[config.mk]
export PLATFORM = sky130hd
export DESIGN_NAME = lru_page_replacement_core
export DESIGN_NICKNAME = d
export VERILOG_FILES = /design/src/hw/rtl/lrupr_pkg.sv /design/src/hw/rtl/lrupr_cell.sv /design/src/hw/rtl/lru_page_replacement_core.sv
export SDC_FILE = /design/constraint.sdc
export NUM_CORES = 1
export LEC_CHECK = 0
export BUFFER_PORTS_ARGS = -buffer_cell sky130_fd_sc_hd__buf_4
export CORE_MARGIN = 5
export CORE_UTILIZATION = 55
export CTS_CLUSTER_SIZE = 12
export DETAILED_ROUTE_END_ITERATION = 6
export PLACE_DENSITY = 0.79
export SYNTH_ARGS = -nofsm -noshare
export SYNTH_HDL_FRONTEND = slang
export SYNTH_SLANG_ARGS = --single-unit
export TNS_END_PERCENT = 1
[constraint.sdc]
create_clock -name clk -period 3.1 [get_ports clk]
set_input_delay 0.465 -clock clk [delete_from_list [all_inputs] [get_ports clk]]
set_output_delay 0.465 -clock clk [all_outputs]
set_load 0.1 [all_outputs]
[src/hw/rtl/lrupr_pkg.sv]
// Shared types and constants for the LRU page replacement core.
`timescale 1ns / 1ps
package lrupr_pkg;

	localparam int PAGE_W    = 6;
	localparam int PAGE_SPAN = 1 << PAGE_W;
	localparam int FAULT_W   = 16;
	localparam int CNT_W     = 5;
	localparam int ADDR_W    = 3;
	localparam int DATA_W    = 32;

	localparam logic [CNT_W-1:0]   FRAME_COUNT_RST  = 5'd4;
	localparam logic [FAULT_W-1:0] FAULT_MAX        = 16'hFFFF;
	localparam logic [ADDR_W-1:0]  ADDR_FRAME_COUNT = 3'd0;

	// Data passed from one stack cell to the next (toward the least recent end)
	typedef struct packed {
		logic [PAGE_W-1:0] page;
		logic              valid;
		logic              seen;   // a match exists at this position or a more recent one
	} link_t;

	// Per-transfer control broadcast to every cell
	typedef struct packed {
		logic load;
		logic hit;
		logic evict;
		logic clear;
	} ctrl_t;

endpackage

[src/hw/rtl/lrupr_cell.sv]
// One position of the recency stack: holds a page, compares, and shifts from its neighbor.
`timescale 1ns / 1ps
module lrupr_cell (
	input  logic                          clk,
	input  logic                          arst_n,
	input  logic [lrupr_pkg::PAGE_W-1:0]  ref_page,
	input  lrupr_pkg::ctrl_t              ctrl,
	input  lrupr_pkg::link_t              link_in,
	input  logic                          next_valid,
	output lrupr_pkg::link_t              link_out,
	output logic                          tail
);
	import lrupr_pkg::*;

	logic [PAGE_W-1:0] page_q;
	logic              valid_q;
	logic              match;
	logic              shift;

	assign match = valid_q && (page_q == ref_page);

	assign link_out.page  = page_q;
	assign link_out.valid = valid_q;
	assign link_out.seen  = link_in.seen | match;

	// last occupied position: its page is the eviction candidate
	assign tail = valid_q && !next_valid;

	always_comb begin
		if (ctrl.hit) begin
			shift = !link_in.seen;
		end else if (ctrl.evict) begin
			shift = valid_q;
		end else begin
			shift = 1'b1;
		end
	end

	always_ff @(posedge clk or negedge arst_n) begin
		if (!arst_n) begin
			valid_q <= 1'b0;
		end else if (ctrl.load) begin
			if (ctrl.clear) begin
				valid_q <= 1'b0;
			end else if (shift) begin
				valid_q <= link_in.valid;
			end
		end
	end

	always_ff @(posedge clk) begin
		if (ctrl.load && shift) begin
			page_q <= link_in.page;
		end
	end

endmodule

[src/hw/rtl/lru_page_replacement_core.sv]
// LRU page replacement: recency stack built from a chain of compare-and-shift cells.
// Result is registered and valid in the cycle after the input transfer.
// Throughput: one reference per cycle while in_stall is low; the whole cell chain compares and shifts in one step.
// Input stall rises only while a finished result waits and the output is stalled.
// Reset empties the stack, clears the fault count and sets frame_count to 4.
`timescale 1ns / 1ps
module lru_page_replacement_core #(
	parameter int FRAMES = 16,
	parameter int PAGES  = 64
) (
	input  logic                           clk,
	input  logic                           arst_n,
	// APB-style configuration
	input  logic                           psel,
	input  logic                           penable,
	input  logic                           pwrite,
	input  logic [lrupr_pkg::ADDR_W-1:0]   paddr,
	input  logic [lrupr_pkg::DATA_W-1:0]   pwdata,
	output logic [lrupr_pkg::DATA_W-1:0]   prdata,
	output logic                           pready,
	// reference input
	input  logic                           in_valid,
	output logic                           in_stall,
	input  logic [lrupr_pkg::PAGE_W-1:0]   page_ref,
	input  logic                           last_ref,
	// result output
	output logic                           out_valid,
	input  logic                           out_stall,
	output logic                           hit,
	output logic                           evict_valid,
	output logic [lrupr_pkg::PAGE_W-1:0]   evict_page,
	output logic [lrupr_pkg::FAULT_W-1:0]  fault_total,
	output logic [lrupr_pkg::CNT_W-1:0]    resident_count
);
	import lrupr_pkg::*;

	localparam int OCC_W = $clog2(FRAMES + 1);

	// configuration
	logic [CNT_W-1:0] frame_count_q;
	logic             cfg_wr;
	logic [OCC_W-1:0] frame_lim;

	assign pready = 1'b1;
	assign cfg_wr = psel && penable && pwrite && pready && (paddr == ADDR_FRAME_COUNT);

	always_ff @(posedge clk or negedge arst_n) begin
		if (!arst_n) begin
			frame_count_q <= FRAME_COUNT_RST;
		end else if (cfg_wr) begin
			frame_count_q <= pwdata[CNT_W-1:0];
		end
	end

	always_comb begin
		if (paddr == ADDR_FRAME_COUNT) begin
			prdata = DATA_W'(frame_count_q);
		end else begin
			prdata = '0;
		end
	end

	always_comb begin
		if (frame_count_q == '0) begin
			frame_lim = OCC_W'(1);
		end else if (32'(frame_count_q) > FRAMES) begin
			frame_lim = OCC_W'(FRAMES);
		end else begin
			frame_lim = OCC_W'(frame_count_q);
		end
	end

	// page number reduction table
	logic [PAGE_W-1:0] page_tbl [PAGE_SPAN];
	logic [PAGE_W-1:0] ref_page;

	for (genvar v = 0; v < PAGE_SPAN; v++) begin : g_page_tbl
		assign page_tbl[v] = PAGE_W'(v % PAGES);
	end

	assign ref_page = page_tbl[page_ref];

	// handshake
	logic accept;

	assign in_stall = out_valid && out_stall;
	assign accept   = in_valid && !in_stall;

	// cell chain
	link_t            links [FRAMES+1];
	logic [FRAMES:0]  valids;
	logic [FRAMES-1:0] tails;
	ctrl_t            ctrl;
	logic             is_hit;
	logic             is_evict;
	logic [OCC_W-1:0] occ_q;
	logic [PAGE_W-1:0] tail_page;

	assign links[0].page  = ref_page;
	assign links[0].valid = 1'b1;
	assign links[0].seen  = 1'b0;

	assign valids[FRAMES] = 1'b0;

	for (genvar k = 0; k < FRAMES; k++) begin : g_cell
		assign valids[k] = links[k+1].valid;

		lrupr_cell u_cell (
			.clk        (clk),
			.arst_n     (arst_n),
			.ref_page   (ref_page),
			.ctrl       (ctrl),
			.link_in    (links[k]),
			.next_valid (valids[k+1]),
			.link_out   (links[k+1]),
			.tail       (tails[k])
		);
	end

	assign is_hit   = links[FRAMES].seen;
	assign is_evict = !is_hit && (occ_q >= frame_lim);

	assign ctrl.load  = accept;
	assign ctrl.hit   = is_hit;
	assign ctrl.evict = is_evict;
	assign ctrl.clear = last_ref;

	always_comb begin
		tail_page = '0;
		for (int k = 0; k < FRAMES; k++) begin
			tail_page = tail_page | (tails[k] ? links[k+1].page : '0);
		end
	end

	// occupancy and fault count
	logic [FAULT_W-1:0] fault_q;
	logic [FAULT_W-1:0] fault_nxt;
	logic [OCC_W-1:0]   occ_nxt;

	always_comb begin
		fault_nxt = fault_q;
		if (!is_hit && fault_q != FAULT_MAX) begin
			fault_nxt = fault_q + 1'b1;
		end
		occ_nxt = occ_q;
		if (!is_hit && !is_evict) begin
			occ_nxt = occ_q + 1'b1;
		end
	end

	always_ff @(posedge clk or negedge arst_n) begin
		if (!arst_n) begin
			fault_q <= '0;
			occ_q   <= '0;
		end else if (accept) begin
			fault_q <= last_ref ? '0 : fault_nxt;
			occ_q   <= last_ref ? '0 : occ_nxt;
		end
	end

	// output register
	logic               out_valid_q;
	logic               hit_q;
	logic               evict_valid_q;
	logic [PAGE_W-1:0]  evict_page_q;
	logic [FAULT_W-1:0] fault_total_q;
	logic [CNT_W-1:0]   resident_count_q;

	always_ff @(posedge clk or negedge arst_n) begin
		if (!arst_n) begin
			out_valid_q <= 1'b0;
		end else if (accept) begin
			out_valid_q <= 1'b1;
		end else if (!out_stall) begin
			out_valid_q <= 1'b0;
		end
	end

	always_ff @(posedge clk) begin
		if (accept) begin
			hit_q            <= is_hit;
			evict_valid_q    <= is_evict;
			evict_page_q     <= is_evict ? tail_page : '0;
			fault_total_q    <= fault_nxt;
			resident_count_q <= CNT_W'(occ_nxt);
		end
	end

	assign out_valid      = out_valid_q;
	assign hit            = hit_q;
	assign evict_valid    = evict_valid_q;
	assign evict_page     = evict_page_q;
	assign fault_total    = fault_total_q;
	assign resident_count = resident_count_q;

endmodule

---- Word level (Yosys, flattened, before mapping) ----
Memories as Yosys holds them, arrays and structs flattened.
Cells that the tools add are included.
word-level totals
  memories ................................ 1
  bits in registers ....................... 168
  memory bits (read-only) ................. 384
  word-level logic and storage cells ...... 309
  output and inout bits ................... 64
cells by class
  mux-type cells .......................... 91
  bitwise operators ....................... 31
  equal/unequal tests ..................... 18
  magnitude comparators ................... 3
  reductions and logical operators ........ 122
  add/sub/neg operators ................... 2
memories
  name             words  bits a word  rd ports  clocked after Yosys merged registers in  wr ports  line                             text
  (no name shown)  64     6            1         0                                        0         lru_page_replacement_core.sv:81  assign ref_page = page_tbl[page_ref];
operators by type and width
  operator               count
  $mux 6                 18
  $eq 6x6->1             16
  $or 6x6->6             15
  $mux 1                 66
  $logic_and 1x1->1      55
  $logic_not 1->1        33
  $mux 16                2
  $reduce_and 2->1       16
  $reduce_bool 2->1      16
  $mux 5                 5
  $add 16x1->16 const B  1
  $ne 16x16->1 const B   1
  $or 1x1->1             15
  $ge 7x7->1 const B     1
  $not 6->7              1
  $add 5x1->5 const B    1
  $ge 5x5->1             1
  $gt 5x5->1 const B     1
  $logic_not 5->1        1
  $logic_not 3->1        1
  $ne 2x1->1 const B     1

---- Longest topological paths before layout ----
Gate-level depths: netlist of run 1.
  depth in word-level cells ............... 27
  gate-level depth with buffers ........... 13
  gate-level depth less buffers ........... 13

---- Hierarchy ----
Synthesis of run 1 repeated with hierarchy kept, for this count alone.
unflattened totals
  cell total of the unflattened synthesis .. 762
  area, all modules ....................... 9092.5 um^2
by module, submodules not included
  module                     area each (um^2)  instances  cells each  sequential area each (um^2)
  lrupr_cell                 345.3             16         26          205.2
  lru_page_replacement_core  3567.2            1          346         1547.7

---- Worst setup path after synthesis of run 1 ----
OpenSTA, ideal clock, no wires.
  path type ............................... reg2reg
  from .................................... register out_valid_q, in the netlist out_valid
  to ...................................... register g_cell[7].u_cell.page_q[0], enable pin
  stages on the path, launching flop included .. 7
  period minus slack after synthesis ...... 3331 ps
  arrival ................................. 2954 ps
  required time ........................... 2723 ps
  slack ................................... -231 ps
  library setup time ...................... 377 ps
  path through ............................ dfrtp_1 -> nand2_1 -> nand2_1 -> inv_2 -> clkbuf_1 -> nand2_1 -> nor3_1
between the ends
  longest elaborated chain between the ends .. 4
ends and longest elaborated chain
  item                      line                              text
  start: declaration        lru_page_replacement_core.sv:162  logic out_valid_q;
  start signal: assignment  lru_page_replacement_core.sv:171  out_valid_q <= 1'b0;
  start signal: assignment  lru_page_replacement_core.sv:173  out_valid_q <= 1'b1;
  start signal: assignment  lru_page_replacement_core.sv:175  out_valid_q <= 1'b0;
  $logic_and 1x1->1         lru_page_replacement_core.sv:86   assign in_stall = out_valid && out_stall;
  $logic_not 1->1           lru_page_replacement_core.sv:87   assign accept = in_valid && !in_stall;
  $logic_and 1x1->1         lru_page_replacement_core.sv:87
  named net accept          lru_page_replacement_core.sv:84   logic accept;
  $logic_and 1x1->1         lrupr_cell.sv:52                  if (ctrl.load && shift) begin
  end signal: assignment    lrupr_cell.sv:53                  page_q <= link_in.page;
  end: declaration          lrupr_cell.sv:15                  logic [PAGE_W-1:0] page_q;
The timed path passes the listed nets, and every way through them passes these cells.
A chain may end at the register's enable or synchronous reset.

---- Final worst setup path of run 1 ----
  from .................................... register frame_count_q[2]
  to ...................................... register g_cell[7].u_cell.page_q[3], enable pin
between the ends
  longest elaborated chain between the ends .. 8
  elaborated cells on any way between the ends .. 9
  classes of those cells .................. 2 x order compare; 4 x mux; 3 x reduce/logical
ends and longest elaborated chain
  item                      line                              text
  start: declaration        lru_page_replacement_core.sv:40   logic [CNT_W-1:0] frame_count_q;
  start signal: assignment  lru_page_replacement_core.sv:51   frame_count_q <= pwdata[CNT_W-1:0];
  $gt 5x5->1                lru_page_replacement_core.sv:66   end else if (32'(frame_count_q) > FRAMES) begin
  $mux 5                    lru_page_replacement_core.sv:66
  $mux 5 *                  lru_page_replacement_core.sv:64   if (frame_count_q == '0) begin
  $ge 5x5->1 *              lru_page_replacement_core.sv:121  assign is_evict = !is_hit && (occ_q >= frame_lim);
  $logic_and 1x1->1 *       lru_page_replacement_core.sv:121
  $mux 1 *                  lrupr_cell.sv:32                  end else if (ctrl.evict) begin
  $mux 1 *                  lrupr_cell.sv:30                  if (ctrl.hit) begin
  $logic_and 1x1->1 *       lrupr_cell.sv:52
Every way passes the cells marked *; elsewhere a longest branch is shown, timed or not.

==> qor.yml, run 1 <==
drt:
  num_vias: 6565
  wirelength_um: 22740
  drc_errors: 0
  drt-wirelength-per-cell_um: 21.41
  initialDrtViolationCount: 613
  vias_per_cell: 6.182
  antenna_left: 0
  dr.pass1.iters: 6
cts:
  postCtsHoldBufs: 0
  clockRootBuffer: "clkbuf_16"
  cts.path.max_buffers: 2
  post_cts_buffers: 0
  cts_buffers: 17
  cts.sinks: 168
  clkTransAtPathRegs_ns: 0.06
  cts_tree: "yes"
  cts_resized: 0
  clock_latency_ns: 0.43
  cts_max_level: 4
placement:
  place_area_sq_um: 9565
  hpwl_um: 16330
  dp.cells: 1030
  dp_slack_ns: 0.07323
  portBuffers: 57
  gp_congestion: 0.9846
setup_path:
  crit_required_ns: 3.25
  crit_arrival_ns: 2.94
  critPathSlowestCell: "dfstp_2"
  critPathTopFamily: "simple AND/OR/NAND/NOR gates"
  crit_type: "reg2reg"
  max_stage_delay_ns: 0.55
  start_kind: "register"
  crit_top_cell: "nor2_1"
  worst-path-buf-inv: 2
  end_kind: "register"
  path_cells: "nor3_1 -> nor2_1 -> nor2_1 -> ha_1 -> nand2b_1 -> a21oi_1 -> nor2b_1 -> o211ai_1 -> nand2_1 -> nand3_2 -> buf_4 -> nor2_1 -> nor3_1 -> buf_4"
  cp_max_fo: 6
logic_synthesis:
  syn_area_per_cell_sq_um: 11.82
  synth_ff_type: "edfxtp_1"
  synth.most_common_cell: "edfxtp_1"
  ys_warn_count: 0
  ys_ff_latch: 168
  synth_top_cell_by_area: "edfxtp_1"
  synth_cell_types: 71
  synth_common_cells: "edfxtp_1 (125), xnor2_1 (64), nand2_1 (60)"
  synth_edf_count: 125
  synthCells: 744
  async_flop_share_pct: 25.60
  synth_seq_area_share_pct: 54.95
  synthTopCellsByArea: "edfxtp_1 (43%), dfrtp_1 (12%), xnor2_1 (6.4%)"
  synth_area_sq_um: 8791
  synth_top_area_share_pct: 42.70
timing:
  final_min_period_over_clock_period_pct: 90.14
  slew_viol_final: 0
  worst_pin_slew_ns: 0.6780
  clock_skew_ns: 0.008214
  period_needed_ns: 2.794
  max_slew_margin_pct: 54.38
  rsz0062_at_grt: "no"
  setup_tns_ns: 0
  worst_slack_ns: 0.3058
  hold_viol_final: 0
  setup-violations-final: 0
  fmax_mhz: 357.9
final_layout:
  nFillCells: 1232
  nets: 889
  antenna_cells: 0
  stdcell_count: 1062
  design_area_sq_um: 10140
  drive_gt1_share_pct: 19.03
  syn_to_final_growth_pct: 15.40
global_routing:
  grt_pass1_wl_um: 35190
  grtUsageTotal_pct: 24.98
  first_global_vias: 6425
  grt_overflow: 0
  antenna_found_initial: 0
  grt_max_degree: 44
floorplanning:
  rows: 46
  boundaryPins: 113
  core_sq_um: 15770
  die_w_um: 136.4
  initial_core_util_pct: 55.74
  dieArea_sq_um: 18610
  die_y_um: 136.4
min_path:
  holdCritPathClass: "in2async"
status:
  status: "finished clean"
run:
  maxCapViolations: 0
power:
  power_density_nw_per_um2: 761.3
  power.leakage_nw: 3.910
  vdd_ir_drop_max_v: 0.0005102
## worst paths after layout
path | depth (start not counted) | slack [ns] | startpoint | end
worst max-delay path | 14 | 0.31 | frame_count_q[2] | g_cell[7].u_cell.page_q[3]
worst min-delay path | 1 | 0.03 | arst_n | fault_q[2]
worst max register to register | 14 | 0.31 | frame_count_q[2] | g_cell[7].u_cell.page_q[3]
worst min register to register | 0 | 0.50 | g_cell[14].u_cell.page_q[3] | g_cell[15].u_cell.page_q[3]
max in group asynchronous | 1 | 2.68 | arst_n | g_cell[4].u_cell.valid_q
min in group clk | 3 | 0.23 | pwdata[4] | frame_count_q[4]
## worst register-to-register path: cells and delay by family, from the launching register on
| kind | cells | cell delay [ns] |
|---|---|---|
| fa+ha+maj | 1 | 0.27 |
| buf+inv | 2 | 0.37 |
| flops | 1 | 0.55 |
| simple gates | 9 | 1.01 |
| compound gates | 2 | 0.32 |
## power by group
group	total (mW)	internal [mW]	leakage, nW	switching (mW)
combinational	2.28	0.755	1.90	1.52
clock	2.11	1.19	0.268	0.913
sequential	3.34	2.95	1.74	0.387
## cell type report
type	instances	area [sq um]	share of cell area, %
Sequential cell	168	4831	47.62
Clock buffer	19	432.9	4.267
Clock inverter	13	146.4	1.443
Multi-Input combinational cell	521	3555	35.04
Tap cell	216	270.3	2.664
Timing Repair Buffer	104	830.8	8.189
Inverter	21	78.83	0.7770
## through the flow
| step | power (mW) | utilization (%) | hold slack [ns] |
|---|---|---|---|
| 6_report | 7.723 | 64.33 | 0.02799 |
| 5_1_grt | 8.028 | 64.33 | 0.07391 |
| 4_1_cts | 7.725 | 64.33 | 0.04144 |
| 3_5_place_dp | 5.613 | 60.66 | 0.4876 |
| 3_3_place_gp | 5.546 | 60.66 | 0.4804 |
| 2_1_floorplan | 4.893 | - | 0.1694 |
## cells by family after synthesis
logic type,synth area share [%]
buffers and inverters,5.721
multiplexers,0.8967
AO/OA/AOI/OAI,12.20
other,0.08543
XOR/XNOR,11.36
adder cells (fa/ha/maj),0.9963
flip-flops,54.95
AND/OR/NAND/NOR,13.79
## cell usage in the layout, fill, tap and decap left out, types with 4 or more instances in the layout
cell type   synthesis  routed
buf_4              37     100
and4_1              4       4
ha_1                7       7
a221oi_1           18      18
xor2_1             50      50
nor2_1             35      35
nor2b_1            16      16
nand4_1            22      22
o31ai_1             4       4
buf_12              0       4
nand2_1            60      60
clkbuf_16           0      17
dfrtp_1            42      42
edfxtp_1          125     125
conb_1              2      28
o311ai_0            4       4
o21ai_0            25      25
nor4_1             13      13
a22o_1             13      13
o211ai_1            4       4
mux2_2              7       7
a21oi_1            10      10
a31oi_1            16      16
o211a_1             4       4
clkinvlp_4          0       4
o311ai_1            6       6
nor3_1              7       7
xnor2_1            64      64
and3_1             15      15
a22oi_1            14      14
inv_1              18      18
or4_1               8       8
nand3_1            11      11
and2_1              9       9
## layer usage
metal	GRT usage [%]	vias up	routed length [um]	share of wire [%]
met4	10.92	0	831	3.7
met5	0	-	0	0
met3	6.958	71	2057	9.0
li1	-	2908	-	-
met1	31.83	3214	8946	39
met2	40.07	372	10900	48
## registers in the layout, summed over array words and instances, names as in the netlist
| name | cells |
|---|---|
| g_cell.u_cell.page_q | 96 |
| fault_q | 16 |
| fault_total | 16 |
| g_cell.u_cell.valid_q | 16 |
| evict_page | 6 |
| frame_count_q | 5 |
| occ_q | 5 |
| resident_count | 5 |
| evict_valid | 1 |
| hit | 1 |
| out_valid | 1 |
(Power assumes the default switching activity.)
==> inputs of run 2 (changes only) <==
--- a/config.mk
+++ b/config.mk
@@ -8,6 +8,7 @@
 export BUFFER_PORTS_ARGS = -buffer_cell sky130_fd_sc_hd__buf_4
 export CORE_MARGIN = 5
 export CORE_UTILIZATION = 55
+export CTS_BUF_LIST = sky130_fd_sc_hd__clkbuf_16
 export CTS_CLUSTER_SIZE = 12
 export DETAILED_ROUTE_END_ITERATION = 6
 export PLACE_DENSITY = 0.79
==> qor.yml, run 2 (synthesis gave the netlist of run 1 again) <==
global_routing:
  grt_max_degree: 44
  grtUsageTotal_pct: 24.98
  first_global_vias: 6425
  grt_pass1_wl_um: 35190
  met1_usage_pct: 31.83
  grt_overflow: 0
  met2_usage_pct: 40.07
  antenna_found_initial: 0
  busiest_layer: "met2"
  grtUsageMet3_pct: 6.958
cts:
  postCtsHoldBufs: 0
  cts.sinks: 168
  cts_buffers: 17
  clockRootBuffer: "clkbuf_16"
  clock_latency_ns: 0.43
  cts_tree: "yes"
  cts_resized: 0
  clkTransAtPathRegs_ns: 0.06
  cts_max_level: 4
  post_cts_buffers: 0
  cts.path.max_buffers: 2
timing:
  hold_viol_final: 0
  slew_viol_final: 0
  max_slew_margin_pct: 54.31
  fmax_mhz: 358.2
  final_min_period_over_clock_period_pct: 90.06
  setup-violations-final: 0
  worst_pin_slew_ns: 0.6791
  period_needed_ns: 2.792
  clock_skew_ns: 0.008341
  rsz0062_at_grt: "no"
  setup_tns_ns: 0
power:
  power.leakage_nw: 3.918
  vdd_ir_drop_max_v: 0.0005102
  power_density_nw_per_um2: 760.7
drt:
  vias_per_cell: 6.190
  wirelength_um: 22750
  initialDrtViolationCount: 613
  num_vias: 6574
  drt-wirelength-per-cell_um: 21.42
  dr.pass1.iters: 6
  drc_errors: 0
  antenna_left: 0
final_layout:
  syn_to_final_growth_pct: 15.40
  drive_gt1_share_pct: 19.03
  stdcell_count: 1062
  most-common-layout-cells: "edfxtp_1 (125), buf_4 (100), xnor2_1 (64), nand2_1 (60), xor2_1 (50)"
  nFillCells: 1232
  antenna_cells: 0
  nets: 889
  largest-register: "g_cell.u_cell.page_q"
  mostFrequentLayoutCell: "edfxtp_1"
  largest_reg_flops: 96
setup_path:
  r2r_slack_ns: 0.31
  crit_required_ns: 3.25
  critPathSlowestCell: "dfstp_2"
  start_kind: "register"
  path_cells: "nor3_1 -> nor2_1 -> nor2_1 -> ha_1 -> nand2b_1 -> a21oi_1 -> nor2b_1 -> o211ai_1 -> nand2_1 -> nand3_2 -> buf_4 -> nor2_1 -> nor3_1 -> buf_4"
  crit_type: "reg2reg"
  cp_max_fo: 6
  crit_top_cell: "nor2_1"
  end_kind: "register"
  crit_arrival_ns: 2.94
  max_stage_delay_ns: 0.55
floorplanning:
  dieArea_sq_um: 18610
  die_y_um: 136.4
  die_w_um: 136.4
  boundaryPins: 113
  initial_core_util_pct: 55.74
  core_sq_um: 15770
  rows: 46
placement:
  hpwl_um: 16330
  dp.cells: 1030
  portBuffers: 57
  gp_congestion: 0.9846
min_path:
  holdCritPathClass: "in2async"
run:
  maxCapViolations: 0
status:
  status: "finished clean"
==> run 2: critical path, delay by kind of cell, from the launching register on <==
kind	cells	cell delay, ns
buffers and inverters	2	0.37
DFF	1	0.55
and+or+nand+nor	9	1.00
AOI/OAI and AO/OA	2	0.32
adders and majority gates	1	0.27
==> run 2: final cells by class <==
| cell class | instances | area [sq um] | share of cell area, % |
|---|---|---|---|
| Clock inverter | 15 | 153.9 | 1.517 |
| Tap cell | 216 | 270.3 | 2.664 |
| Sequential cell | 168 | 4831 | 47.62 |
| Multi-Input combinational cell | 521 | 3555 | 35.04 |
| Inverter | 21 | 78.83 | 0.7770 |
| Timing Repair Buffer | 104 | 830.8 | 8.189 |
| Clock buffer | 17 | 425.4 | 4.193 |
==> run 2: per-layer routing <==
metal / wire length (um) / vias up
met3: 2081 / 78
met2: 10870 / 372
met5: 0 / -
met1: 8943 / 3214
met4: 850 / 0
li1: - / 2910
==> run 2: path summary, 6_finish.rpt <==
| path | to | start | cells past startpoint |
|---|---|---|---|
| setup / recovery | g_cell[7].u_cell.page_q[3] | frame_count_q[2] | 14 |
| hold / removal | fault_q[6] | arst_n | 1 |
| setup reg to reg | g_cell[7].u_cell.page_q[3] | frame_count_q[2] | 14 |
| hold reg to reg | g_cell[15].u_cell.page_q[3] | g_cell[14].u_cell.page_q[3] | 0 |
| max in group asynchronous | g_cell[4].u_cell.valid_q | arst_n | 1 |
| min in group clk | frame_count_q[4] | pwdata[4] | 3 |
==> run 2: per-stage QoR <==
step	util, %	cell area (sq um)	total power [mW]	setup slack, ns	hold WS (ns)
floorplan	-	8890	4.893	0.09751	0.1694
global placement	60.66	9565	5.546	0.1600	0.4804
detailed placement	60.66	9565	5.613	0.07323	0.4876
CTS	64.33	10140	7.719	0.2919	0.04144
global route	64.33	10140	8.022	0.1314	0.07384
finish	64.33	10140	7.717	0.3082	0.02689
==> run 2: power by group <==
part	internal [mW]	total [mW]	switching, mW
logic	0.755	2.28	1.52
clock network	1.19	2.10	0.913
registers	2.95	3.34	0.387
